===== src/rtl/lrbb_pkg.sv =====
// Shared types, constants and helper functions of the lit region bounding box block.
package lrbb_pkg;

   // Coordinate width and sampling grid pitch.
   localparam int COORD_BITS    = 12;
   localparam int SAMPLE_STRIDE = 4;

   // Fixed field widths.
   localparam int COLOR_BITS  = 8;
   localparam int THR_BITS    = 10;
   localparam int HIT_BITS    = 21;
   localparam int SIZE_BITS   = 13;
   localparam int SUM_BITS    = COLOR_BITS + 2;

   // Signed width that holds every box bound, including the frame size and minus one.
   localparam int BOX_BITS = ((COORD_BITS > SIZE_BITS) ? COORD_BITS : SIZE_BITS) + 1;

   // Stream payload widths, padded to whole bytes.
   localparam int REQ_DATA_BITS = ((2 * COORD_BITS + 6 * COLOR_BITS + 7) / 8) * 8;
   localparam int RSP_FIELD_BITS = 4 * COORD_BITS + HIT_BITS;
   localparam int RSP_DATA_BITS  = ((RSP_FIELD_BITS + 7) / 8) * 8;

   // Configuration port.
   localparam int CSR_ADDR_BITS = 4;
   localparam int CSR_DATA_BITS = 32;
   localparam logic [1:0] CSR_IDX_DIFF_THRESHOLD = 2'd0;
   localparam logic [1:0] CSR_IDX_MIN_HITS       = 2'd1;
   localparam logic [1:0] CSR_IDX_FRAME_WIDTH    = 2'd2;
   localparam logic [1:0] CSR_IDX_FRAME_HEIGHT   = 2'd3;

   // Register reset values.
   localparam logic [THR_BITS-1:0]  DIFF_THRESHOLD_RESET = THR_BITS'(300);
   localparam logic [HIT_BITS-1:0]  MIN_HITS_RESET       = HIT_BITS'(250);
   localparam logic [SIZE_BITS-1:0] FRAME_WIDTH_RESET    = SIZE_BITS'(640);
   localparam logic [SIZE_BITS-1:0] FRAME_HEIGHT_RESET   = SIZE_BITS'(360);

   // Hit counter saturation value.
   localparam logic [HIT_BITS-1:0] HIT_MAX = '1;

   // Division of a frame size by five: (v * 3277) >> 14 is exact for 13-bit v.
   localparam int FIFTH_MUL_BITS = 12;
   localparam int FIFTH_SHIFT    = 14;
   localparam int FIFTH_BITS     = SIZE_BITS - 2;
   localparam logic [FIFTH_MUL_BITS-1:0] FIFTH_MUL = FIFTH_MUL_BITS'(3277);

   // Grid test constants: v is a multiple of the stride when the low GRID_SHIFT
   // bits of v * GRID_MUL fall below GRID_MUL.
   localparam int GRID_SHIFT = COORD_BITS + 4;
   localparam logic [GRID_SHIFT:0] GRID_MUL =
      (GRID_SHIFT + 1)'((2 ** GRID_SHIFT + SAMPLE_STRIDE - 1) / SAMPLE_STRIDE);

   // One accepted pixel pair after the threshold test.
   typedef struct packed {
      logic [COORD_BITS-1:0] pos_x;
      logic [COORD_BITS-1:0] pos_y;
      logic                  hit;
      logic                  last;
   } lrbb_item_type;

   // Running bounding box and hit count of one frame.
   typedef struct packed {
      logic signed [BOX_BITS-1:0] min_col;
      logic signed [BOX_BITS-1:0] min_row;
      logic signed [BOX_BITS-1:0] max_col;
      logic signed [BOX_BITS-1:0] max_row;
      logic [HIT_BITS-1:0]        hits;
   } lrbb_box_type;

   // One result transaction.
   typedef struct packed {
      logic                  found;
      logic [COORD_BITS-1:0] box_left;
      logic [COORD_BITS-1:0] box_top;
      logic [COORD_BITS-1:0] box_right;
      logic [COORD_BITS-1:0] box_bottom;
      logic [HIT_BITS-1:0]   hit_total;
   } lrbb_result_type;

   // True when a coordinate lies on the sampling grid.
   function automatic logic on_grid(logic [COORD_BITS-1:0] v);
      logic [COORD_BITS+GRID_SHIFT:0] prod;
      prod = {{(GRID_SHIFT + 1){1'b0}}, v} * {{COORD_BITS{1'b0}}, GRID_MUL};
      return {1'b0, prod[GRID_SHIFT-1:0]} < GRID_MUL;
   endfunction

endpackage


===== src/rtl/lrbb_accum.sv =====
// Running bounding box and hit counter that one frame builds up.
module lrbb_accum (
   input  logic                            clock,
   input  logic                            reset,
   input  lrbb_pkg::lrbb_item_type         item,
   input  logic                            take,
   input  logic [lrbb_pkg::SIZE_BITS-1:0]  frame_width,
   input  logic [lrbb_pkg::SIZE_BITS-1:0]  frame_height,
   output lrbb_pkg::lrbb_box_type          box_next
);

   lrbb_pkg::lrbb_box_type box_ff;
   lrbb_pkg::lrbb_box_type box_in;
   lrbb_pkg::lrbb_box_type box_clear;
   logic signed [lrbb_pkg::BOX_BITS-1:0] col;
   logic signed [lrbb_pkg::BOX_BITS-1:0] row;

   // Coordinates widened to the signed box width.
   assign col = $signed({{(lrbb_pkg::BOX_BITS - lrbb_pkg::COORD_BITS){1'b0}}, item.pos_x});
   assign row = $signed({{(lrbb_pkg::BOX_BITS - lrbb_pkg::COORD_BITS){1'b0}}, item.pos_y});

   // Empty box for the next frame, seeded from the current frame size.
   always_comb begin
      box_clear.min_col = $signed({{(lrbb_pkg::BOX_BITS - lrbb_pkg::SIZE_BITS){1'b0}},
                                   frame_width});
      box_clear.min_row = $signed({{(lrbb_pkg::BOX_BITS - lrbb_pkg::SIZE_BITS){1'b0}},
                                   frame_height});
      box_clear.max_col = '1;
      box_clear.max_row = '1;
      box_clear.hits    = '0;
   end

   // A hit widens the box and bumps the saturating counter.
   always_comb begin
      box_next = box_ff;
      if (item.hit) begin
         if (col < box_ff.min_col) box_next.min_col = col;
         if (row < box_ff.min_row) box_next.min_row = row;
         if (col > box_ff.max_col) box_next.max_col = col;
         if (row > box_ff.max_row) box_next.max_row = row;
         if (box_ff.hits != lrbb_pkg::HIT_MAX) begin
            box_next.hits = box_ff.hits + lrbb_pkg::HIT_BITS'(1);
         end
      end
   end

   // The frame-end pixel hands its box on and starts a fresh frame.
   always_comb begin
      box_in = box_ff;
      if (take) begin
         box_in = item.last ? box_clear : box_next;
      end
   end

   always_ff @(posedge clock) begin
      if (reset) begin
         box_ff.min_col <= $signed({{(lrbb_pkg::BOX_BITS - lrbb_pkg::SIZE_BITS){1'b0}},
                                    lrbb_pkg::FRAME_WIDTH_RESET});
         box_ff.min_row <= $signed({{(lrbb_pkg::BOX_BITS - lrbb_pkg::SIZE_BITS){1'b0}},
                                    lrbb_pkg::FRAME_HEIGHT_RESET});
         box_ff.max_col <= '1;
         box_ff.max_row <= '1;
         box_ff.hits    <= '0;
      end else begin
         box_ff <= box_in;
      end
   end

endmodule


===== src/rtl/lrbb_eval.sv =====
// End-of-frame check of a finished box: hit count, minimum size and clipping.
module lrbb_eval (
   input  lrbb_pkg::lrbb_box_type           box,
   input  logic [lrbb_pkg::HIT_BITS-1:0]    min_hits,
   input  logic [lrbb_pkg::SIZE_BITS-1:0]   frame_width,
   input  logic [lrbb_pkg::SIZE_BITS-1:0]   frame_height,
   input  logic [lrbb_pkg::FIFTH_BITS-1:0]  fifth_width,
   input  logic [lrbb_pkg::FIFTH_BITS-1:0]  fifth_height,
   output lrbb_pkg::lrbb_result_type        result
);

   localparam int EB = lrbb_pkg::BOX_BITS + 1;
   localparam logic signed [EB-1:0] ONE = EB'(1);

   logic signed [EB-1:0] left, top, right, bottom;
   logic signed [EB-1:0] span_x, span_y;
   logic signed [EB-1:0] last_col, last_row;
   logic signed [EB-1:0] right_clip, bottom_clip;
   logic signed [EB-1:0] need_x, need_y;
   logic                 ok;

   // Widen the bounds so that the span cannot overflow.
   assign left   = {box.min_col[lrbb_pkg::BOX_BITS-1], box.min_col};
   assign top    = {box.min_row[lrbb_pkg::BOX_BITS-1], box.min_row};
   assign right  = {box.max_col[lrbb_pkg::BOX_BITS-1], box.max_col};
   assign bottom = {box.max_row[lrbb_pkg::BOX_BITS-1], box.max_row};

   assign span_x = right - left + ONE;
   assign span_y = bottom - top + ONE;

   assign need_x = $signed({{(EB - lrbb_pkg::FIFTH_BITS){1'b0}}, fifth_width});
   assign need_y = $signed({{(EB - lrbb_pkg::FIFTH_BITS){1'b0}}, fifth_height});

   // Clip the far edges to the frame; the near edges are never negative.
   assign last_col    = $signed({{(EB - lrbb_pkg::SIZE_BITS){1'b0}}, frame_width}) - ONE;
   assign last_row    = $signed({{(EB - lrbb_pkg::SIZE_BITS){1'b0}}, frame_height}) - ONE;
   assign right_clip  = (right > last_col) ? last_col : right;
   assign bottom_clip = (bottom > last_row) ? last_row : bottom;

   assign ok = (box.hits >= min_hits) && (span_x >= need_x) && (span_y >= need_y) &&
               (left <= right_clip) && (top <= bottom_clip);

   // The box reads zero when no region is found; the count is always given.
   always_comb begin
      result.found      = ok;
      result.box_left   = ok ? left[lrbb_pkg::COORD_BITS-1:0] : '0;
      result.box_top    = ok ? top[lrbb_pkg::COORD_BITS-1:0] : '0;
      result.box_right  = ok ? right_clip[lrbb_pkg::COORD_BITS-1:0] : '0;
      result.box_bottom = ok ? bottom_clip[lrbb_pkg::COORD_BITS-1:0] : '0;
      result.hit_total  = box.hits;
   end

endmodule


===== src/rtl/lit_region_bounding_box_top.sv =====
// Top level of the lit region bounding box block: stream ports, registers and pipeline control.
//
// The block takes one pixel pair per clock cycle, except while a frame-end pair is held,
// and returns one result transaction for each pair marked with tlast. That pair passes the
// input register, where the threshold and grid tests are made, then the running box and
// frame snapshot register, and then the output register, where the size and clipping
// checks are made. Pairs that do not end a frame keep flowing while a result
// waits at the output; a frame-end pair is held in the input register only while both the
// snapshot and the output register still hold results of earlier frames. Register writes
// take effect at once and are meant to be made between frames.
module lit_region_bounding_box_top (
   input  logic                                 clock,
   input  logic                                 reset,
   // Pixel pair stream.
   input  logic                                 req_tvalid,
   output logic                                 req_tready,
   // tdata from bit 0 up: pos_x, pos_y, dark_red, dark_green, dark_blue,
   // lit_red, lit_green, lit_blue.
   input  logic [lrbb_pkg::REQ_DATA_BITS-1:0]   req_tdata,
   input  logic                                 req_tlast,
   // Result stream.
   output logic                                 rsp_tvalid,
   input  logic                                 rsp_tready,
   // tdata from bit 0 up: box_left, box_top, box_right, box_bottom, hit_total, zero pad.
   output logic [lrbb_pkg::RSP_DATA_BITS-1:0]   rsp_tdata,
   // tuser: found.
   output logic                                 rsp_tuser,
   // Configuration port.
   input  logic                                 csr_psel,
   input  logic                                 csr_penable,
   input  logic                                 csr_pwrite,
   input  logic [lrbb_pkg::CSR_ADDR_BITS-1:0]   csr_paddr,
   input  logic [lrbb_pkg::CSR_DATA_BITS-1:0]   csr_pwdata,
   output logic [lrbb_pkg::CSR_DATA_BITS-1:0]   csr_prdata,
   output logic                                 csr_pready
);

   localparam int CB = lrbb_pkg::COORD_BITS;
   localparam int KB = lrbb_pkg::COLOR_BITS;
   localparam int SB = lrbb_pkg::SUM_BITS;

   // Configuration registers.
   logic [lrbb_pkg::THR_BITS-1:0]   diff_threshold_ff;
   logic [lrbb_pkg::HIT_BITS-1:0]   min_hits_ff;
   logic [lrbb_pkg::SIZE_BITS-1:0]  frame_width_ff;
   logic [lrbb_pkg::SIZE_BITS-1:0]  frame_height_ff;
   logic [lrbb_pkg::FIFTH_BITS-1:0] fifth_width_ff, fifth_width_in;
   logic [lrbb_pkg::FIFTH_BITS-1:0] fifth_height_ff, fifth_height_in;
   logic [lrbb_pkg::SIZE_BITS+lrbb_pkg::FIFTH_MUL_BITS-1:0] fifth_width_prod;
   logic [lrbb_pkg::SIZE_BITS+lrbb_pkg::FIFTH_MUL_BITS-1:0] fifth_height_prod;
   logic       csr_write;
   logic [1:0] csr_index;

   // Pipeline registers and control.
   logic                      a_valid_ff, a_valid_in;
   lrbb_pkg::lrbb_item_type   a_item_ff, a_item_in;
   logic                      snap_valid_ff, snap_valid_in;
   lrbb_pkg::lrbb_box_type    snap_ff;
   lrbb_pkg::lrbb_box_type    box_next;
   logic                      rsp_valid_ff, rsp_valid_in;
   lrbb_pkg::lrbb_result_type rsp_ff;
   lrbb_pkg::lrbb_result_type eval_result;
   logic                      out_free, snap_move, snap_free, a_take, req_fire;

   // Input tests.
   logic [CB-1:0] in_x, in_y;
   logic [SB-1:0] dark_sum, lit_sum;
   logic [SB:0]   dark_plus_thr;

   // ---------------------------------------------------------------------
   // Configuration port: writes in the access phase, reads are combinational.
   // ---------------------------------------------------------------------
   assign csr_pready = 1'b1;
   assign csr_write  = csr_psel && csr_penable && csr_pwrite;
   assign csr_index  = csr_paddr[3:2];

   always_ff @(posedge clock) begin
      if (reset) begin
         diff_threshold_ff <= lrbb_pkg::DIFF_THRESHOLD_RESET;
         min_hits_ff       <= lrbb_pkg::MIN_HITS_RESET;
         frame_width_ff    <= lrbb_pkg::FRAME_WIDTH_RESET;
         frame_height_ff   <= lrbb_pkg::FRAME_HEIGHT_RESET;
      end else if (csr_write) begin
         case (csr_index)
            lrbb_pkg::CSR_IDX_DIFF_THRESHOLD: begin
               diff_threshold_ff <= csr_pwdata[lrbb_pkg::THR_BITS-1:0];
            end
            lrbb_pkg::CSR_IDX_MIN_HITS: begin
               min_hits_ff <= csr_pwdata[lrbb_pkg::HIT_BITS-1:0];
            end
            lrbb_pkg::CSR_IDX_FRAME_WIDTH: begin
               frame_width_ff <= csr_pwdata[lrbb_pkg::SIZE_BITS-1:0];
            end
            lrbb_pkg::CSR_IDX_FRAME_HEIGHT: begin
               frame_height_ff <= csr_pwdata[lrbb_pkg::SIZE_BITS-1:0];
            end
            default: begin
            end
         endcase
      end
   end

   always_comb begin
      case (csr_index)
         lrbb_pkg::CSR_IDX_DIFF_THRESHOLD: begin
            csr_prdata = lrbb_pkg::CSR_DATA_BITS'(diff_threshold_ff);
         end
         lrbb_pkg::CSR_IDX_MIN_HITS: begin
            csr_prdata = lrbb_pkg::CSR_DATA_BITS'(min_hits_ff);
         end
         lrbb_pkg::CSR_IDX_FRAME_WIDTH: begin
            csr_prdata = lrbb_pkg::CSR_DATA_BITS'(frame_width_ff);
         end
         lrbb_pkg::CSR_IDX_FRAME_HEIGHT: begin
            csr_prdata = lrbb_pkg::CSR_DATA_BITS'(frame_height_ff);
         end
         default: begin
            csr_prdata = '0;
         end
      endcase
   end

   // One fifth of the frame size, kept registered for the size check.
   assign fifth_width_prod  = {{lrbb_pkg::FIFTH_MUL_BITS{1'b0}}, frame_width_ff} *
                              {{lrbb_pkg::SIZE_BITS{1'b0}}, lrbb_pkg::FIFTH_MUL};
   assign fifth_height_prod = {{lrbb_pkg::FIFTH_MUL_BITS{1'b0}}, frame_height_ff} *
                              {{lrbb_pkg::SIZE_BITS{1'b0}}, lrbb_pkg::FIFTH_MUL};
   assign fifth_width_in  = fifth_width_prod[lrbb_pkg::FIFTH_SHIFT +: lrbb_pkg::FIFTH_BITS];
   assign fifth_height_in = fifth_height_prod[lrbb_pkg::FIFTH_SHIFT +: lrbb_pkg::FIFTH_BITS];

   always_ff @(posedge clock) begin
      fifth_width_ff  <= fifth_width_in;
      fifth_height_ff <= fifth_height_in;
   end

   // ---------------------------------------------------------------------
   // Input stage: grid and threshold tests on the incoming pair.
   // ---------------------------------------------------------------------
   assign in_x = req_tdata[CB-1:0];
   assign in_y = req_tdata[2*CB-1:CB];

   assign dark_sum = SB'(req_tdata[2*CB +: KB]) + SB'(req_tdata[2*CB+KB +: KB]) +
                     SB'(req_tdata[2*CB+2*KB +: KB]);
   assign lit_sum  = SB'(req_tdata[2*CB+3*KB +: KB]) + SB'(req_tdata[2*CB+4*KB +: KB]) +
                     SB'(req_tdata[2*CB+5*KB +: KB]);
   assign dark_plus_thr = {1'b0, dark_sum} + (SB + 1)'(diff_threshold_ff);

   always_comb begin
      a_item_in.pos_x = in_x;
      a_item_in.pos_y = in_y;
      a_item_in.hit   = lrbb_pkg::on_grid(in_x) && lrbb_pkg::on_grid(in_y) &&
                        ({1'b0, lit_sum} > dark_plus_thr);
      a_item_in.last  = req_tlast;
   end

   // ---------------------------------------------------------------------
   // Flow control: only a frame-end pair can wait, and only for the snapshot.
   // ---------------------------------------------------------------------
   assign out_free   = !rsp_valid_ff || rsp_tready;
   assign snap_move  = snap_valid_ff && out_free;
   assign snap_free  = !snap_valid_ff || out_free;
   assign a_take     = a_valid_ff && (!a_item_ff.last || snap_free);
   assign req_tready = !a_valid_ff || a_take;
   assign req_fire   = req_tvalid && req_tready;

   always_comb begin
      a_valid_in = a_valid_ff;
      if (req_fire) begin
         a_valid_in = 1'b1;
      end else if (a_take) begin
         a_valid_in = 1'b0;
      end

      snap_valid_in = snap_valid_ff;
      if (a_take && a_item_ff.last) begin
         snap_valid_in = 1'b1;
      end else if (snap_move) begin
         snap_valid_in = 1'b0;
      end

      rsp_valid_in = rsp_valid_ff;
      if (snap_move) begin
         rsp_valid_in = 1'b1;
      end else if (rsp_tready) begin
         rsp_valid_in = 1'b0;
      end
   end

   always_ff @(posedge clock) begin
      if (reset) begin
         a_valid_ff    <= 1'b0;
         snap_valid_ff <= 1'b0;
         rsp_valid_ff  <= 1'b0;
      end else begin
         a_valid_ff    <= a_valid_in;
         snap_valid_ff <= snap_valid_in;
         rsp_valid_ff  <= rsp_valid_in;
      end
   end

   // Payload registers load only on their stage's transfer.
   always_ff @(posedge clock) begin
      if (req_fire) begin
         a_item_ff <= a_item_in;
      end
      if (a_take && a_item_ff.last) begin
         snap_ff <= box_next;
      end
      if (snap_move) begin
         rsp_ff <= eval_result;
      end
   end

   // ---------------------------------------------------------------------
   // Running box and end-of-frame evaluation.
   // ---------------------------------------------------------------------
   lrbb_accum u_accum (
      .clock        (clock),
      .reset        (reset),
      .item         (a_item_ff),
      .take         (a_take),
      .frame_width  (frame_width_ff),
      .frame_height (frame_height_ff),
      .box_next     (box_next)
   );

   lrbb_eval u_eval (
      .box          (snap_ff),
      .min_hits     (min_hits_ff),
      .frame_width  (frame_width_ff),
      .frame_height (frame_height_ff),
      .fifth_width  (fifth_width_ff),
      .fifth_height (fifth_height_ff),
      .result       (eval_result)
   );

   // Result stream outputs.
   assign rsp_tvalid = rsp_valid_ff;
   assign rsp_tuser  = rsp_ff.found;
   assign rsp_tdata  = {{(lrbb_pkg::RSP_DATA_BITS - lrbb_pkg::RSP_FIELD_BITS){1'b0}},
                        rsp_ff.hit_total, rsp_ff.box_bottom, rsp_ff.box_right,
                        rsp_ff.box_top, rsp_ff.box_left};

   // ---------------------------------------------------------------------
   // Assertions.
   // ---------------------------------------------------------------------
   // A frame-end pair held back keeps its contents until it is taken.
   assert property (@(posedge clock) disable iff (reset)
      (a_valid_ff && !a_take) |=> (a_valid_ff && $stable(a_item_ff)))
      else $error("held input transaction changed or was dropped");

   // A found region is a proper box.
   assert property (@(posedge clock) disable iff (reset)
      (rsp_valid_ff && rsp_ff.found) |->
         ((rsp_ff.box_left <= rsp_ff.box_right) && (rsp_ff.box_top <= rsp_ff.box_bottom)))
      else $error("found region has inverted bounds");

   // A found region has at least the required number of hits.
   assert property (@(posedge clock) disable iff (reset)
      (rsp_valid_ff && rsp_ff.found) |-> (rsp_ff.hit_total >= min_hits_ff))
      else $error("found region with too few hits");

endmodule

===== config.mk =====
export PLATFORM = sky130hd
export DESIGN_NAME = lit_region_bounding_box_top
export DESIGN_NICKNAME = d
export VERILOG_FILES = /design/src/rtl/lrbb_pkg.sv /design/src/rtl/lrbb_accum.sv /design/src/rtl/lrbb_eval.sv /design/src/rtl/lit_region_bounding_box_top.sv
export SDC_FILE = /design/constraint.sdc
export NUM_CORES = 1
export LEC_CHECK = 0
export BUFFER_PORTS_ARGS = -buffer_cell sky130_fd_sc_hd__clkbuf_2
export CAP_MARGIN = 20
export CORE_MARGIN = 8
export CORE_UTILIZATION = 40
export CTS_CLUSTER_SIZE = 24
export DETAILED_ROUTE_END_ITERATION = 6
export PLACE_DENSITY = 0.67
export SLEW_MARGIN = 20
export SYNTH_ARGS = -nofsm -noshare
export SYNTH_HDL_FRONTEND = slang
export SYNTH_SLANG_ARGS = --single-unit

===== constraint.sdc =====
create_clock -name clock -period 8.1 [get_ports clock]
set_input_delay 0.405 -clock clock [delete_from_list [all_inputs] [get_ports clock]]
set_output_delay 0.405 -clock clock [all_outputs]
set_load 0.01 [all_outputs]

* Yosys cells after proc, flatten, opt, wreduce, memory -nomap -nowiden
Cells that the tools add are included.
** Word-level totals
- Latch bits :: 0
- Bits in writable memories :: 0
- Logic and storage cells :: 105
- Memories :: 0
- Register bits :: 332
- Memory bits (read-only) :: 0
- Output and inout port bits :: 108
- Input bits :: 116
** Operators by class
- $add $sub $neg :: 12
- Divide/modulo/power cells :: 0
- $mul :: 2
- Mux-type cells :: 16
- Order comparisons :: 14
- Bitwise operators :: 0
- Shift operators :: 0
- Equal/unequal tests :: 4
- Reduce and logical (&&, ||, !) cells :: 28
** Operators by type and width (number)
- 2-to-1 mux 77 bit :: 2
- one-hot mux 32 bit (4 select lines) :: 1
- 2-to-1 mux 14 bit :: 4
- multiplier 13 x 12 -> 25 bit, second input constant :: 2
- < comparator 16 x 15 -> 1 bit, second input constant :: 2
- adder 15 x 2 -> 15 bit, second input constant :: 2
- >= comparator 15 x 12 -> 1 bit :: 2
- less-or-equal comparator 14 x 15 -> 1 bit :: 2
- 2-to-1 mux 15 bit :: 2
- subtractor 14 x 14 -> 15 bit :: 2
- greater-than comparator 13 x 14 -> 1 bit :: 2
- greater-than comparator 14 bit :: 2
- < comparator 13 x 14 -> 1 bit :: 2
- subtractor 13 x 1 -> 14 bit, second input constant :: 2
- adder 21 x 1 -> 21 bit, second input constant :: 1
- >= comparator 21 bit :: 1
- 2-to-1 mux 21 bit :: 1
- inequality test 21 bit, second input constant :: 1
- adder 9 x 8 -> 10 bit :: 2
- adder 8 x 8 -> 9 bit :: 2
- logical AND 1 bit :: 12
- adder 10 x 10 -> 11 bit :: 1
- greater-than comparator 10 x 11 -> 1 bit :: 1
- AND reduction 2 bit :: 4
- other kinds (7) :: 21

* Logic depth before layout (Yosys ltp)
Gate-level depths: netlist of run 1.
- Depth after elaboration :: 8
- Gate-level depth with buffers :: 29

* By module
A second synthesis of run 1 with hierarchy kept.
** Second synthesis, totals
- Cell total of the unflattened synthesis :: 2705
- Area total of the unflattened synthesis :: 26589.3 um^2
** Modules (own cells, without submodules)
- lit_region_bounding_box_top :: area an instance 15381.0 um^2, seq. area each 6836.6 um^2, cells an instance 1285, instances 1
- lrbb_accum :: area an instance 5654.2 um^2, seq. area each 1541.5 um^2, cells an instance 673, instances 1
- lrbb_eval :: area an instance 5554.1 um^2, seq. area each 0.0 um^2, cells an instance 747, instances 1

* Worst setup path after synthesis of run 1
No wires, ideal clock.
- Kind :: reg-to-reg
- From :: reg frame_height_ff[2] in the netlist's numbering
- To :: reg rsp_ff (netlist bit rsp_tdata[0]) (data pin)
- Setup slack :: 2.170 ns
- Period minus slack after synthesis :: 5.930 ns
- Cell stages (with the launch flop) :: 29
- Data arrival time :: 5.674 ns
- Cells stage by stage :: dfxtp_1 inv_1 ha_1 nand2_1 nand2_1 a21boi_0 nand2_1 xnor2_1 ha_1 a21o_1 a21o_1 a21o_1 a21oi_1 a2bb2oi_1 a31o_2 clkbuf_1 clkbuf_1 mux2_2 ha_1 and4_1 nand4_1 o32ai_1 or4_1 o311ai_0 a211oi_1 nand4_1 clkbuf_1 buf_2 nor2_1
** Between the ends
- Longest elaborated chain between the ends :: 5
** RTL lines
- from (decl) :: RTL line lit_region_bounding_box_top.sv:46 : logic [lrbb_pkg::SIZE_BITS-1:0] frame_height_ff;
- from (signal assigned) :: RTL line lit_region_bounding_box_top.sv:82 : frame_height_ff <= lrbb_pkg::FRAME_HEIGHT_RESET;
- from (signal assigned) :: RTL line lit_region_bounding_box_top.sv:95 : frame_height_ff <= csr_pwdata[lrbb_pkg::SIZE_BITS-1:0];
- subtractor 13 x 1 -> 14 bit (*) :: RTL line lrbb_eval.sv:36 : assign last_row = $signed({{(EB - lrbb_pkg::SIZE_BITS){1'b0}}, frame_height}) - ONE;
- greater-than comparator 14 bit :: RTL line lrbb_eval.sv:38 : assign bottom_clip = (bottom > last_row) ? last_row : bottom;
- 2-to-1 mux 15 bit (*) :: RTL line lrbb_eval.sv:38
- less-or-equal comparator 14 x 15 -> 1 bit (*) :: RTL line lrbb_eval.sv:41 : (left <= right_clip) && (top <= bottom_clip);
- logical AND 1 bit (*) :: RTL line lrbb_eval.sv:41
- to (signal assigned) :: RTL line lit_region_bounding_box_top.sv:210 : rsp_ff <= eval_result;
- to (decl) :: RTL line lit_region_bounding_box_top.sv:61 : lrbb_pkg::lrbb_result_type rsp_ff;
Mark *: on every way between the ends. The rest lies on a longest branch, timed or not.
A chain may end at the register's enable or synchronous reset.

* Worst setup path after layout of run 1
- From :: reg frame_height_ff[2] in the netlist's numbering
- To :: reg rsp_ff (netlist bit rsp_tdata[26]) (data pin)
The elaborated chain is that of the path after synthesis.

==> results of run 1 <==
## final cells by class
cell class	instances	area share
clock buffer	52	0.0348
tap	855	0.0367
inverter	347	0.0447
clock inverter	16	0.00713
timing repair buffer	234	0.0449
multi-input combinational	1828	0.544
sequential	332	0.288
## cell usage after synthesis (44+ instances only)
| library cell | number |
|---|---|
| a21o_1 | 44 |
| a21oi_1 | 167 |
| clkbuf_1 | 66 |
| dfxtp_1 | 159 |
| edfxtp_1 | 173 |
| fa_1 | 113 |
| ha_1 | 442 |
| inv_1 | 347 |
| mux2_2 | 62 |
| nand2_1 | 216 |
| nor2_1 | 122 |
| o211ai_1 | 55 |
| o21ai_0 | 75 |
| xnor2_1 | 69 |
## stage by stage
step | worst slack [ps] | util
finish | 1150 | 0.454
global route | 550 | 0.454
CTS | 1200 | 0.454
detailed placement | 1250 | 0.433
global placement | 1320 | 0.433
floorplan | 2170 | -
## critical path, stage by stage (launching register included)
cell	delay [ps]
dfxtp_1	660
inv_1	220
ha_1	250
nand2_1	60
nand2_1	70
a21boi_0	390
nand3_1	200
a21boi_0	320
o21ai_0	190
ha_1	350
nand4_1	80
nor3_1	310
nand4_1	150
o21ai_0	100
a31o_2	390
mux2_2	420
ha_1	300
a21o_1	180
a21o_1	160
a2111oi_0	410
or4_1	180
o311ai_0	120
a211oi_1	230
nand4_1	140
buf_4	270
inv_1	400
o211a_1	230
## flip-flops by register name, indices dropped and copies added, names as in the netlist
signal / flops
a_item_ff: 26
a_valid_ff: 1
diff_threshold_ff: 10
fifth_height_ff: 11
fifth_width_ff: 11
frame_height_ff: 13
frame_width_ff: 13
min_hits_ff: 21
rsp_tdata: 69
rsp_tuser: 1
rsp_tvalid: 1
snap_ff: 77
snap_valid_ff: 1
u_accum.box_ff: 77
## metal layers
| metal | up-vias | global-route usage | share of wire | wire, µm |
|---|---|---|---|---|
| met5 | - | 0 | 0 | 0 |
| li1 | 9401 | - | - | - |
| met1 | 9186 | 0.250 | 0.46 | 31600 |
| met2 | 561 | 0.305 | 0.46 | 31700 |
| met3 | 105 | 0.0317 | 0.059 | 4100 |
| met4 | 0 | 0.0567 | 0.029 | 2020 |
## cell families after synthesis
group	count (synthesis)
other	2
muxes	79
and+or+nand+nor	572
AOI/OAI and AO/OA	511
DFF	332
xor gates and xnor gates	94
buffers and inverters	434
adders and majority gates	557
## report_power, final
group	internal (µW)	switching, µW	leakage, µW
logic	481	615	0.00999
clock network	982	729	0.000597
registers	1850	54.9	0.00297
total	3320	1400	0.0136
## path summary, 6_finish.rpt
check | startpoint | end | slack (ps) | cells after the start
worst max-delay path | frame_height_ff[2] | rsp_tdata[26] | 1150 | 26
worst min-delay path | csr_pwdata[16] | min_hits_ff[16] | 40 | 3
worst max register to register | frame_height_ff[2] | rsp_tdata[26] | 1150 | 26
worst min register to register | min_hits_ff[19] | min_hits_ff[19] | 470 | 2
==> impl_metrics.yaml, run 1 <==
run_status:
  status: "finished clean"
logic_synthesis:
  synthCells: 2581
  synth_cell_types: 82
  synth-main-ff-cell: "edfxtp_1"
  synth_edf_count: 173
  synth_compound_area_frac: 0.131
  syn_avg_cell_area_um2: 10.0
  synth_top_family_by_area: "adder cells"
  synth.largest_area_cell: "ha_1"
  synth_top_cell_area_share: 0.214
  syn_area_mm2: 0.0258
  ys_seq_elements: 332
  synth_xor_area_frac: 0.0329
  ys_seq_area_frac: 0.324
  ys_warn_count: 0
  synthMuxAreaShare: 0.0386
  synthArstFlopShare: 0
  yosys.area_share.simple: 0.105
  synthAdderAreaFrac: 0.302
  synthTopCellsByArea: "ha_1 (21%), edfxtp_1 (20%), dfxtp_1 (12%)"
timing:
  maxSlewHeadroom: 0.328
  fin_skew_ps: 37.3
  clock.fmax_ghz: 0.144
  maxSlewViolCount: 0
  setup_tns_ps: 0
  hold_viol: 0
  fin_hold_ws_ps: 36.3
  period_needed_ps: 6950
  fin_crit_sh: 0.858
  rsz0062_at_grt: "no"
  setup-violations-final: 0
  tightest_slew_ps: 1000
clock_network:
  postCtsSetupRepairBufs: 0
  clk_latency_ps: 580
  holdBufCountCts: 14
  cts_buffers: 37
  cts_resized: 0
  cts_tree: "built"
  ctsRootBufferMaster: "clkbuf_16"
  clk_pin_slew_ps: 60
  cts.sinks: 332
  clock_path_buffers: 3
  cts_htree_levels: 2
cells_and_area:
  instances_no_fill: 3664
  drive_gt1_frac: 0.133
  seq_area_mm2: 0.00838
  syn_to_final_growth_pct: 12.7
  design_area_mm2: 0.0291
  final_cell_mix: "ha_1 (442), inv_1 (347), nand2_1 (215)"
  diodes: 0
  multi_input_area_mm2: 0.0158
  nNetsFinal: 3451
  layout_commonest_cell: "ha_1"
  fill_cells: 6069
routing:
  wl_mm: 69.4
  drtIter0Drc: 1166
  drcViolationCount: 0
  wl_per_cell_um: 18.9
  avgViaCountPerCell: 5.25
  first_pass_iters: 5
  antenna_left: 0
  vias: 19253
die:
  num_io_pins: 224
  core-area_mm2: 0.0641
  die_h_um: 270
  fp.dieW_um: 270
  initial_utilization: 0.403
  placementRows: 93
  design.die.area_mm2: 0.0730
placed_design:
  hpwlAfterDp_mm: 54.5
  place.gp.congestion: 0.914
  dp.cells: 3582
  postPlaceCellArea_mm2: 0.0278
  portBuffers: 195
min_path:
  hold_path.class: "input port to register"
global_routing:
  grt.overflow.total: 0
  grt_max_degree: 71
  antenna_found_initial: 0
  grt_first_pass_wirelength_mm: 109
  track_usage: 0.186
  grt_pass1_vias: 19407
flow_run:
  cap_viol_max_count: 0
pwr:
  power_uw: 4710
  powerDensity_mw_per_mm2: 162
  ir_drop_v: 0.000135
  p_leak_uw: 0.0136
critical_path:
  end_kind: "register"
  cp.required_ps: 8520
  critPathMaxFanout: 26
  criticalPathCategory: "register to register"
  startpoint_type: "register"
  crit_arrival_ps: 7370
Power figures use the tool's default switching activity.
==> run 2, diff against run 1 <==
clock period = 6.6 ns   (was 8.1 ns; I/O delays follow)
==> run 2 against run 1 <==
Clock skew shrank 12 ps. Flip-flop and latch count is the same. Critical endpoint is now rsp_tdata[33]. Critical path type unchanged. Critical path depth shrank 2. Fmax grew 13%. Worst hold slack lost 14 ps. Sequential power grew 22%.
==> impl_metrics.yaml, run 2 (same netlist as run 1, synthesis figures left out) <==
run_status:
  status: "finished clean"
cells_and_area:
  layout_commonest_cell: "ha_1"
  drive_gt1_frac: 0.137
  syn_to_final_growth_pct: 13.7
  fill_cells: 6062
  diodes: 0
  final_cell_mix: "ha_1 (442), inv_1 (346), nand2_1 (215)"
  nNetsFinal: 3481
  instances_no_fill: 3694
  fin_util: 0.458
pwr:
  powerDensity_mw_per_mm2: 195
  power_uw: 5720
  p_leak_uw: 0.0137
  ir_drop_v: 0.000144
clock_network:
  postCtsSetupRepairBufs: 0
  ctsRootBufferMaster: "clkbuf_16"
  cts_buffers: 37
  clk_pin_slew_ps: 70
  cts_tree: "built"
  clock_path_buffers: 3
  clk_latency_ps: 570
  cts_htree_levels: 2
  cts.sinks: 332
global_routing:
  grt_max_degree: 65
  track_usage: 0.187
  grt_first_pass_wirelength_mm: 108
  antenna_found_initial: 0
  grt_pass1_vias: 19134
  grt.overflow.total: 0
die:
  core-area_mm2: 0.0641
  design.die.area_mm2: 0.0730
  die_h_um: 270
  initial_utilization: 0.403
  fp.dieW_um: 270
  num_io_pins: 224
  placementRows: 93
placed_design:
  hpwlAfterDp_mm: 54.8
  place.gp.congestion: 0.909
  dp.cells: 3595
  portBuffers: 195
routing:
  vias: 19303
  wl_mm: 69.9
  drtIter0Drc: 1287
  first_pass_iters: 5
  antenna_left: 0
  wl_per_cell_um: 18.9
  avgViaCountPerCell: 5.23
  drcViolationCount: 0
critical_path:
  crit_arrival_ps: 6540
  startpoint_type: "register"
  criticalPathCategory: "register to register"
  critPathMaxFanout: 20
  cp_num_buf_inv: 3
  cp_top_family: "compound AO/OA/AOI/OAI gates"
  crit_top_cell: "a21o_1"
  crit_slowest_cell: "a21boi_0"
  crit_path_max_incr_delay_ps: 520
  cp.required_ps: 6970
  end_kind: "register"
  path_cells: "inv_1 > ha_1 > inv_1 > o21ai_0 > a21boi_0 > nand2_1 > xnor2_1 > ha_1 > a21o_1 > a21o_1 > a21oi_1 > a2bb2oi_1 > a31o_4 > mux2_2 > ha_1 > a21o_1 > a21o_1 > a2111oi_0 > or4_1 > o311ai_0 > a211oi_1 > nand4_1 > buf_12 > a211oi_1"
timing:
  hold_viol: 0
  setup_tns_ps: 0
  maxSlewViolCount: 0
  period_needed_ps: 6170
  rsz0062_at_grt: "no"
  clock.fmax_ghz: 0.162
  maxSlewHeadroom: 0.371
  setup-violations-final: 0
  fin_skew_ps: 25.2
  fin_crit_sh: 0.934
  tightest_slew_ps: 944
flow_run:
  cap_viol_max_count: 0
min_path:
  hold_path.class: "input port to register"
==> run 2: cell types whose count changed in the layout (fill, tap and decap cells not counted), moves of 3 or more <==
cell,change
buf_4,+12
clkbuf_1,-3
dlygate4sd3_1,+17
bufinv_16,-3
clkinvlp_4,+3
==> run 2: path summary, 6_finish.rpt <==
path / start / slack (ps) / cells after the start / endpoint
max: frame_height_ff[3] / 430 / 24 / rsp_tdata[33]
min: req_tdata[0] / 20 / 1 / a_item_ff[14]
max reg2reg: frame_height_ff[3] / 430 / 24 / rsp_tdata[33]
min reg2reg: snap_ff[0] / 460 / 0 / rsp_tdata[48]
==> run 2: area by class of cell <==
type	count	area, µm²	area share
Clock buffer	51	1030	0.0350
Tap cell	855	1070	0.0364
Clock inverter	17	145	0.00494
Sequential cell	332	8380	0.285
Inverter	347	1310	0.0445
Multi-Input combinational cell	1828	15800	0.540
Timing Repair Buffer	264	1590	0.0540
==> run 2: what timing repair did <==
item                                   CTS  global route
gates resized for setup                  0             4
hold buffers                            31             0
endpoints found under the hold margin   31             0
setup endpoints to repair                0            49
==> run 2: routing by layer <==
metal,vias up,GRT usage,share of wire
met5,-,0,0
met3,104,0.0327,0.065
li1,9452,-,-
met2,600,0.301,0.45
met1,9147,0.254,0.45
met4,0,0.0561,0.029
==> run 2: power by group <==
part / total [µW] / switching [µW] / internal (µW) / leakage, µW
sequential: 2330 / 61.8 / 2270 / 0.00297
combinational: 1370 / 763 / 603 / 0.0101
clock: 2020 / 905 / 1110 / 0.000570
total: 5720 / 1730 / 3990 / 0.0137
==> run 2: through the flow <==
step,hold WS [ps],area (µm²),setup slack [ps]
after floorplan,426,25900,670
after global placement,457,27900,337
after detailed placement,443,27900,282
after CTS,5.95,29300,220
after global routing,11.8,29400,34.4
final,22.4,29400,434
==> run 3, diff against run 2 <==
CORE_MARGIN = 3   (was 8)
==> run 3 against run 2 <==
Worst hold slack improved by 18 ps. Fmax barely moved. Largest cell class unchanged. Global-route usage rose by 1.6 points. Flip-flop and latch count did not move. Critical path type unchanged. Clock skew rose by 3.1 ps. Sequential power barely moved. Combinational power barely moved. Non-clock buffer count rose by 1. Clock power rose by 9%. Sequential share of layout area fell by 0.12 points.
==> impl_metrics.yaml, run 3 (same netlist as run 1, synthesis figures left out) <==
routing:
  drcViolationCount: 0
  drtIter0Drc: 1394
  vias: 19414
  avgViaCountPerCell: 5.26
  wl_mm: 69.0
  antenna_left: 0
  wl_per_cell_um: 18.7
  first_pass_iters: 7
min_path:
  hold_path.class: "input port to register"
  hp-start: "req_tvalid"
critical_path:
  crit_slowest_cell: "or4b_4"
  rrSetupSlack_ps: 440
  criticalPathCategory: "register to register"
  crit_path_max_incr_delay_ps: 540
  end_kind: "register"
  startpoint_type: "register"
  cp.required_ps: 7030
  cp-endpoint: "rsp_tdata[31]"
  reg2reg_from: "frame_width_ff[1]"
  crit_arrival_ps: 6590
  reg2reg_depth: 25
  regToRegEndpoint: "rsp_tdata[31]"
  critPathMaxFanout: 39
  critPathLaunch: "frame_width_ff[1]"
cells_and_area:
  nNetsFinal: 3483
  final_cell_mix: "ha_1 (442), inv_1 (346), nand2_1 (215)"
  syn_to_final_growth_pct: 14.1
  diodes: 0
  layout_commonest_cell: "ha_1"
  fill_cells: 5969
  multi_input_area_mm2: 0.0158
  seq_area_mm2: 0.00838
  drive_gt1_frac: 0.137
timing:
  fin_skew_ps: 28.3
  maxSlewHeadroom: 0.326
  clock.fmax_ghz: 0.162
  tightest_slew_ps: 1000
  hold_viol: 0
  fin_crit_sh: 0.934
  fin_hold_ws_ps: 39.9
  maxSlewViolCount: 0
  rsz0062_at_grt: "no"
  period_needed_ps: 6160
  setup-violations-final: 0
  setup_tns_ps: 0
placed_design:
  hpwlAfterDp_mm: 53.7
  portBuffers: 195
  place.gp.congestion: 0.897
die:
  fp.dieW_um: 260
  design.die.area_mm2: 0.0677
  num_io_pins: 224
  placementRows: 92
  core-area_mm2: 0.0635
  initial_utilization: 0.407
  die_h_um: 260
clock_network:
  ctsRootBufferMaster: "clkbuf_16"
  cts_tree: "built"
  cts.sinks: 332
  clk_pin_slew_ps: 60
  cts_buffers: 38
  postCtsSetupRepairBufs: 0
  cts_htree_levels: 2
  clock_path_buffers: 3
  clk_latency_ps: 580
pwr:
  ir_drop_v: 0.000132
  p_leak_uw: 0.0137
  powerDensity_mw_per_mm2: 200
global_routing:
  grt_pass1_vias: 18802
  grt.overflow.total: 0
  antenna_found_initial: 0
  grt_max_degree: 71
  grt_first_pass_wirelength_mm: 107
  track_usage: 0.203
run_status:
  status: "finished clean"
flow_run:
  cap_viol_max_count: 0
[run 3: changes by cell type in the layout (fill, tap and decap cells not counted), sizes merged]
cell,change
clkbuf,-2
buf,-1
dlygate4sd3,+2
bufinv,+4
[run 3: report_power, final]
part	internal (µW)	switching, µW	leakage (µW)	total [µW]
Sequential	2270	68.1	0.00297	2340
Clock	1300	919	0.000631	2210
Combinational	601	752	0.0101	1350
[run 3: worst min-delay path by stage]
stage	endpoint	slack (ps)	cells past startpoint
after floorplan	rsp_tdata[48]	430	0
after global placement	min_hits_ff[16]	450	2
final	a_valid_ff	40	3
after global routing	a_valid_ff	30	3
after detailed placement	min_hits_ff[16]	460	2
after CTS	a_valid_ff	4	3
[run 3: critical path: cells and delay by family (launching register included)]
| kind | cells | cell delay (ps) |
|---|---|---|
| AO/OA/AOI/OAI | 10 | 2390 |
| adder cells (fa/ha/maj) | 3 | 670 |
| buffers and inverters | 4 | 790 |
| flip-flops | 1 | 510 |
| multiplexers | 1 | 380 |
| AND/OR/NAND/NOR | 7 | 1260 |
[run 3: per-layer routing]
metal	GRT usage	vias up	share of wire
met2	0.330	537	0.46
met5	0	-	0
met4	0.0500	0	0.022
met1	0.282	9332	0.46
li1	-	9463	-
met3	0.0315	82	0.056
[run 3: per-stage QoR]
stage / setup slack [ps] / cell area (µm²) / total power, µW / cells / utilization
final: 438 / 29500 / 5910 / 3688 / 0.464
after global routing: 46.8 / 29500 / 6240 / 3688 / 0.464
after CTS: 259 / 29500 / 5960 / 3688 / 0.464
after detailed placement: 305 / 27800 / 3710 / 3585 / 0.438
after global placement: 354 / 27800 / 3700 / 3585 / 0.438
after floorplan: 670 / 25900 / 3350 / 2594 / -
[run 3: what timing repair did]
item | CTS | global route
endpoints found under the hold margin | 33 | 0
setup endpoints to repair | 0 | 11
hold buffers | 33 | 0
gates resized for setup | 0 | 3
[run 3: area by class of cell]
| type | count | area share |
|---|---|---|
| Multi-Input combinational cell | 1828 | 0.537 |
| Sequential cell | 332 | 0.284 |
| Timing Repair Buffer | 265 | 0.0542 |
| Inverter | 347 | 0.0443 |
| Tap cell | 846 | 0.0359 |
| Clock buffer | 49 | 0.0354 |
| Clock inverter | 21 | 0.00861 |
